File: src/hdl/pfm_fifo.sv
// Register-based FIFO used for the request queue and the result buffer.
// Depends on nothing; Depth must be a power of two, the writer never overfills.
module pfm_fifo #(
  parameter int Width = 8,
  parameter int Depth = 16
) (
  input  logic             clk_i,
  input  logic             rst_ni,
  input  logic             push_i,
  input  logic [Width-1:0] data_i,
  input  logic             pop_i,
  output logic [Width-1:0] data_o,
  output logic             empty_o
);

  localparam int PtrW = $clog2(Depth);

  logic [Width-1:0] mem_q [Depth];
  logic [PtrW:0]    wr_q, wr_d, rd_q, rd_d;

  assign wr_d    = wr_q + (PtrW + 1)'(push_i);
  assign rd_d    = rd_q + (PtrW + 1)'(pop_i);
  assign empty_o = (wr_q == rd_q);
  assign data_o  = mem_q[rd_q[PtrW-1:0]];

  always_ff @(posedge clk_i or negedge rst_ni) begin
    if (!rst_ni) begin
      wr_q <= '0;
      rd_q <= '0;
    end else begin
      wr_q <= wr_d;
      rd_q <= rd_d;
    end
  end

  always_ff @(posedge clk_i) begin
    if (push_i) mem_q[wr_q[PtrW-1:0]] <= data_i;
  end

endmodule

File: config.mk
export PLATFORM = sky130hd
export DESIGN_NAME = pfm_fifo
export DESIGN_NICKNAME = d
export VERILOG_FILES = /design/src/hdl/pfm_fifo.sv
export SDC_FILE = /design/constraint.sdc
export NUM_CORES = 1
export LEC_CHECK = 0
export BUFFER_PORTS_ARGS = -buffer_cell sky130_fd_sc_hd__buf_2
export CORE_UTILIZATION = 41
export DETAILED_ROUTE_END_ITERATION = 10
export HOLD_SLACK_MARGIN = 0.1
export MAX_ROUTING_LAYER = met4
export PLACE_DENSITY_LB_ADDON = 0.3
export SLEW_MARGIN = 20
export SYNTH_ARGS = -nofsm -noshare
export SYNTH_HDL_FRONTEND = slang
export SYNTH_SLANG_ARGS = --single-unit
File: constraint.sdc
create_clock -name clk_i -period 4.4 [get_ports clk_i]
set_input_delay 0.22 -clock clk_i [delete_from_list [all_inputs] [get_ports clk_i]]
set_output_delay 0.22 -clock clk_i [all_outputs]
set_load 0.1 [all_outputs]
## Word level (Yosys, flattened, before mapping)

Memories as Yosys holds them, arrays and structs flattened.
Index checks and enable logic that the tools add are counted.

| word-level totals | value |
|---|---|
| bits in registers | 10 |
| memory bits (writable) | 128 |
| input port bits | 12 |
| output and inout port bits | 9 |
| word-level logic and storage cells | 8 |
| memories kept | 1 |

| operators by class | value |
|---|---|
| add/subtract/negate cells | 2 |
| equal/unequal tests | 1 |
| multiplexer cells | 2 |

Memories:

| memory | words | bits a word | rd ports | clocked after Yosys merged registers in | write ports | RTL line | RTL |
|---|---|---|---|---|---|---|---|
| mem_q | 16 | 8 | 1 | 0 | 1 | 18 | `logic [Width-1:0] mem_q [Depth];` |

Operators by type and width:

| operator | count |
|---|---|
| 5-bit by 1-bit adder with 5-bit output | 2 |
| 5-bit equality test | 1 |
| 1-bit 2-to-1 mux | 2 |

## Logic depth before layout (Yosys ltp)

Gate-level depths: netlist (run 1).

| logic depth | value |
|---|---|
| depth after elaboration | 2 |
| gate-level depth with buffers | 6 |

## Worst setup path before layout (run 1)

No wires, ideal clock.

| timing path | value |
|---|---|
| path type | reg2out |
| start | register rd_q[1] |
| end | output empty_o |
| data arrival time | 2,972 ps |
| data required time | 4,180 ps |
| setup slack | 1,208 ps |
| cell stages (with the launch flop) | 6 |
| path through | dfrtp_1 > buf_2 > buf_2 > xnor2_1 > nand3_1 > nor3_1 |

| on the way | value |
|---|---|
| word-level cells in the longest chain between the ends | 1 |

RTL lines:

| element | RTL line | RTL |
|---|---|---|
| from (decl) | 19 | `logic [PtrW:0] wr_q, wr_d, rd_q, rd_d;` |
| from (signal assigned) | 32 | `rd_q <= rd_d;` |
| 5-bit equality test | 23 | `assign empty_o = (wr_q == rd_q);` |
| to (decl) | 13 | `output logic empty_o` |

Every way passes these cells.

## Worst setup path in the final report (run 1)

| timing path | value |
|---|---|
| start | register rd_q[1] |
| end | output data_o[7] |

| on the way | value |
|---|---|
| word-level cells in the longest chain between the ends | 1 |

RTL lines:

| element | RTL line | RTL |
|---|---|---|
| memory read 16 x 8 bit | -- |  |
| to (decl) | 12 | `output logic [Width-1:0] data_o,` |

Every way passes these cells.

==> qor.yml, run 1 <==
cap_violations: 0
root_buffer: "clkbuf_16"
finalHoldViolCount: 0
crit_fanout: 31
vias: 2682
required_ns: 4.18
num_rows: 41
drtPass1Iterations: 4
initial_core_util: 0.428
clock_path_buffers: 2
clk_latency_ns: 0.41
ys_ff_latch: 138
synth_flop_cell: "edfxtp_1"
skew_ns: 0.00512
rsz0062_at_grt: "no"
dp_hpwl_mm: 7.08
ir_drop_uv: 381
final_nets: 322
grt_pass1_wl_mm: 16.8
routed_wl_mm: 10.8
slew_headroom: 0.330
io_buffer_count: 20
fin_crit_sh: 0.650
wl_per_cell_um: 22.0
tritoncts: "done"
clkSinkCount: 138
avgSynthCellArea_um2: 20.1
synth_top_cell_area_share: 0.701
die_w_um: 118
synth_edf_count: 128
io_pins: 21
drt_drc_violations_left: 0
dieArea_um2: 13800
synth_seq_area_share: 0.747
synth.distinct_cells: 27
synth_most_common_cell: "edfxtp_1"
ant_nets: 0
cts_setup_buffers: 0
die_h_um: 118
r2r_slack_ns: 2.26
min_period_ns: 2.86
drv_slew: 0
first_global_vias: 2774
antenna-diode-count: 0
viasPerCell: 5.46
netlist_top_cells_area: "edfxtp_1 (70%), mux4_2 (6.2%), dfrtp_1 (4.6%)"
synthCells: 273
synthArstFlopShare: 0.0725
dr_wl_met2_mm: 5.14
hold_path.class: "input port to async pin"
cp-end-kind: "primary output"
syn_area_um2: 5480
power.density_nw_per_um2: 752
met3_length_um: 467
area_growth_pct: 15.3
grt_util_all_layers: 0.176
crit_end: "data_o[7]"
cellLeakagePower_nw: 2.14
gp_congestion: 0.775
r2r-end: "mem_q[12][2]"
synth_commonest_cells: "edfxtp_1 (128), mux2i_1 (24), mux4_2 (15)"
yosys_warnings: 0
max_freq_ghz: 0.350
routed.top_layer: "met4"
crit_type: "flip-flop to primary output"
syn_nets: 289
htreeDepth: 4
fin_util: 0.493
synth_top_area_cell: "edfxtp_1"
startpoint_type: "flip-flop"
setup.worst_path.start: "rd_q[1]"
wirelength_met1_mm: 5.02
antenna_found_initial: 0
r2r-start: "wr_q[1]"
crit_arrival_ns: 2.64
drive_gt1_frac: 0.226
tightest_slew_ns: 1.00
core_um2: 12800
setup_viol: 0
grt_overflow_total: 0
fin_setup_tns_ns: 0
cts_buffers: 17
clk_pin_slew_ns: 0.06
status: "finished, final reports clean"
reg2reg_depth: 2
drt-initial-drc-count: 187
grt_max_degree: 32
-- power by group --
group | total [W] | switching (W) | internal, W
combinational | 0.00167 | 0.00116 | 0.000519
clock | 0.00128 | 0.000513 | 0.000769
sequential | 0.00180 | 0.000195 | 0.00160
-- final cells by class --
class,count,area (um2)
fill,1059,6500
sequential,138,4100
multi-input combinational,119,1300
clock buffer,19,433
tap,172,215
timing repair buffer,29,175
clock inverter,13,103
inverter,1,3.75
-- cell usage in the layout (no fill, tap or decap), types with 7 or more instances in the layout --
cell / n
buf_2: 20
a32oi_1: 8
edfxtp_1: 128
mux4_2: 15
xnor2_1: 7
clkbuf_16: 17
nor2_1: 13
mux4_1: 9
o21ai_1: 8
mux2i_1: 24
dfrtp_1: 9
a22oi_1: 8
-- worst min path at each step --
stage | from | endpoint | slack, ns
detailed placement | rst_ni | wr_q[1] | 0.1
global route | data_i[7] | mem_q[2][7] | 0.19
finish | rst_ni | rd_q[1] | 0.20
global placement | rst_ni | wr_q[1] | 0.09
floorplan | rst_ni | rd_q[0] | -0.08
CTS | data_i[7] | mem_q[8][7] | 0.18
-- routing by layer --
layer  GRT usage  vias to the layer above
met1       0.229                     1412
met2       0.259                       63
met4      0.0657                        0
met5           -                        -
met3      0.0552                       17
li1            -                     1190
-- metrics by stage --
stage / setup slack (ns) / hold slack, ns / total power, W / cells / instance area (um2)
after detailed placement: 1.98 / 0.0962 / 0.00351 / 456 / 5760
after global placement: 2.00 / 0.0863 / 0.00348 / 456 / 5750
after CTS: 1.53 / 0.184 / 0.00480 / 491 / 6320
after global routing: 1.39 / 0.192 / 0.00495 / 491 / 6320
after floorplan: 1.21 / -0.0756 / 0.00315 / 273 / 5480
final: 1.54 / 0.196 / 0.00476 / 491 / 6320
-- cells by family (layout without fill, tap and decap cells) --
kind of cell             after synthesis  in the layout  synth area share
AO/OA/AOI/OAI                         24             24            0.0310
XOR/XNOR                              11             11            0.0176
adder cells (fa/ha/maj)                4              4           0.00913
buffers and inverters                 16             62            0.0187
flip-flops                           138            138             0.747
multiplexers                          48             48             0.149
AND/OR/NAND/NOR                       32             32            0.0285
-- registers in the layout (all words and copies together), names as in the netlist --
name	cells
mem_q	128
rd_q	5
wr_q	5
-- worst max-delay path, cell delays in order (launching register included) --
cell and delay [ns]:
dfrtp_2 0.90, buf_4 0.32, mux4_2 0.36, a32oi_1 0.17, o21ai_1 0.13, buf_2 0.32
-- what timing repair did --
item / 4_1_cts / 5_1_grt
hold endpoints to repair: 12 / 0
hold buffers: 3 / 0
gates resized for setup: 0 / 0
Note: power is estimated with default switching activity, not from simulation.
==> run 2, diff against run 1 <==
Settings changed: ABC_AREA set to 1.
Clock period 4.4 ns to 2.6 ns, I/O delays scaled along.
==> run 2 against run 1 <==
  * Synthesized area grew 12%
  * Sequential cell count is the same
  * Setup slack lost 1.4 ns
  * Sequential power grew 61%
  * Critical path depth grew 4
  * Die area grew 12%
  * Final cell count grew 72%
  * Critical path type unchanged
  * Highest routed layer unchanged
==> qor.yml, run 2 <==
cpMaxStageDelayCell: "buf_4"  # was dfrtp_2
finalHoldViolCount: 0  # unchanged
fin_crit_sh: 0.941
clk_pin_slew_ns: 0.06  # about the same
num_rows: 44  # was 41
ctsHoldBuffers: 5  # was 3
cts_buffers: 17  # unchanged
io_buffer_count: 20  # unchanged
final_nets: 662  # was 322
tritoncts: "done"  # unchanged
startpoint_type: "flip-flop"  # unchanged
syn_nets: 630  # was 289
grt_max_degree: 67  # was 32
mostFrequentLayoutCell: "nand2_1"  # was edfxtp_1
tightest_slew_ns: 0.921  # was 1.00 ns
final_cell_mix: "nand2_1 (205), edfxtp_1 (128), inv_1 (126)"  # was edfxtp_1 (128), mux2i_1 (24), buf_2 (20)
io_pins: 21  # unchanged
antenna-diode-count: 0  # unchanged
clkSinkCount: 138  # unchanged
synth_seq_area_share: 0.668  # was 0.747
drtPass1Iterations: 5  # was 4
largest_reg_flops: 128  # unchanged
routed_wl_mm: 14.5  # was 10.8 mm
drt-initial-drc-count: 355  # was 187
drt_drc_violations_left: 0  # unchanged
ys_ff_latch: 138  # unchanged
first_global_vias: 4059  # was 2,774
drive_gt1_frac: 0.102  # was 0.226
crit_arrival_ns: 2.32  # was 2.64 ns
die_w_um: 124  # was 118 um
synth_edf_count: 128  # unchanged
p_total_w: 0.00971  # was 0.00476 W
synth_flop_cell: "edfxtp_1"  # unchanged
yosys_warnings: 0  # unchanged
reg2reg_depth: 3  # was 2
min_period_ns: 2.45
cellLeakagePower_nw: 3.24  # was 2.14 nW
power.density_nw_per_um2: 1350  # was 752 nW/um2
fillers: 1297  # was 1,059
fin_setup_tns_ns: 0  # unchanged
clk_latency_ns: 0.43  # was 0.41 ns
root_buffer: "clkbuf_16"  # unchanged
synth_top_cell_area_share: 0.627  # was 0.701
clock_path_buffers: 2  # unchanged
area_growth_pct: 17.7  # was 15.3%
setup_viol: 0  # unchanged
cpMostUsedCell: "nand2_1"
htreeDepth: 4  # unchanged
hold_path.class: "input port to flip-flop"  # was input port to async pin
antenna_found_initial: 0  # unchanged
grt_util_all_layers: 0.206  # was 0.176
cap_violations: 0  # unchanged
cts_resized: 0  # unchanged
netlist_top_cells_area: "edfxtp_1 (63%), nand2_1 (13%), inv_1 (7.7%)"  # was edfxtp_1 (70%), mux4_2 (6.2%), dfrtp_1 (4.6%)
avgSynthCellArea_um2: 9.99  # was 20.1 um2
core_um2: 14600  # was 12,800 um2
cts_setup_buffers: 0  # unchanged
synth.distinct_cells: 16  # was 27
status: "finished, final reports clean"  # unchanged
crit_fanout: 66  # was 31
skew_ns: 0.00564  # was 0.00512 ns
drv_slew: 0  # unchanged
gp_congestion: 0.877  # was 0.775
ant_nets: 0  # unchanged
grt_pass1_wl_mm: 22.6  # was 16.8 mm
slew_headroom: 0.384  # was 0.330
rsz0062_at_grt: "no"  # unchanged
synth_top_area_cell: "edfxtp_1"  # unchanged
ir_drop_uv: 861  # was 381 uV
viasPerCell: 4.84  # was 5.46
syn_area_um2: 6130  # was 5480 um2
synth_commonest_cells: "nand2_1 (205), edfxtp_1 (128), inv_1 (126)"  # was edfxtp_1 (128), mux2i_1 (24), mux4_2 (15)
path_cells: "buf_4 -> nand2_1 -> nand3_1 -> nand2_1 -> nand2_1 -> nand2_1 -> inv_1 -> nand2_1 -> buf_12"  # was buf_4 -> mux4_2 -> a32oi_1 -> o21ai_1 -> buf_2
vias: 4080  # was 2,682
grt_overflow_total: 0  # unchanged
required_ns: 2.47  # was 4.18 ns
crit_type: "flip-flop to primary output"  # unchanged
initial_core_util: 0.420  # was 0.428
dp_hpwl_mm: 9.10  # was 7.08 mm
min_path_cells: 1
wl_per_cell_um: 17.3  # was 22.0 um
synth_most_common_cell: "nand2_1"  # was edfxtp_1
synthArstFlopShare: 0.0725  # unchanged
dieArea_um2: 15400  # was 13,800 um2
synthCells: 614  # was 273
die_h_um: 124  # was 118 um
cpPeakStageDelay_ns: 0.57  # was 0.90 ns
cp-end-kind: "primary output"  # unchanged
max_freq_ghz: 0.409
==> run 2: layer usage <==
metal / wire length, um / track usage / up-vias / part of all wire
met2: 7150 / 0.327 / 114 / 0.49
met1: 6300 / 0.249 / 1936 / 0.43
met3: 756 / 0.0593 / 37 / 0.052
met4: 342 / 0.0822 / 0 / 0.024
li1: - / - / 1993 / -
met5: 0 / - / - / 0
==> run 2: worst paths after layout <==
path	startpoint	end	slack, ns
max	rd_q[0]	data_o[6]	0.15
min	data_i[1]	mem_q[8][1]	0.12
max reg2reg	wr_q[2]	mem_q[10][1]	0.76
min reg2reg	wr_q[4]	wr_q[4]	0.49
max in group asynchronous	rst_ni	rd_q[3]	1.12
min in group asynchronous	rst_ni	rd_q[1]	0.59
==> run 2: stage by stage <==
step                cells  hold WS (ns)  instance area [um2]  setup slack (ns)   util
CTS                   843         0.130                 7220             0.158  0.495
detailed placement    806       0.00987                 6540             0.651  0.448
finish                843         0.119                 7220             0.153  0.495
global placement      806       0.00886                 6540             0.646  0.448
global route          843         0.128                 7220            0.0539  0.495
floorplan             614        -0.166                 6130             0.343      -
==> run 2: kinds of logic (layout without fill, tap and decap cells) <==
group | Yosys count | in the layout | share of synthesized area
adders and majority gates | 4 | 4 | 0.00816
xor gates and xnor gates | 9 | 9 | 0.0129
and+or+nand+nor | 310 | 310 | 0.208
DFF | 138 | 138 | 0.668
buffers and inverters | 153 | 198 | 0.103
==> run 2: worst max-delay path: cells and delay by family (launching register included) <==
family / cells / cell delay, ns
buffers and inverters: 3 / 0.82
AND/OR/NAND/NOR: 6 / 0.66
flip-flops: 1 / 0.36
==> run 2: final cells by class <==
cell class                      count  area (um2)  area share
Clock buffer                       19         433      0.0600
Clock inverter                     13         199      0.0276
Inverter                          130         488      0.0676
Multi-Input combinational cell    323        1410       0.195
Sequential cell                   138        4100       0.567
Tap cell                          184         230      0.0319
Timing Repair Buffer               36         368      0.0510
==> run 2: power breakdown <==
group	switching (W)	internal, W
clock	0.000905	0.00169
combinational	0.00296	0.00125
sequential	0.000171	0.00273
total	0.00403	0.00568
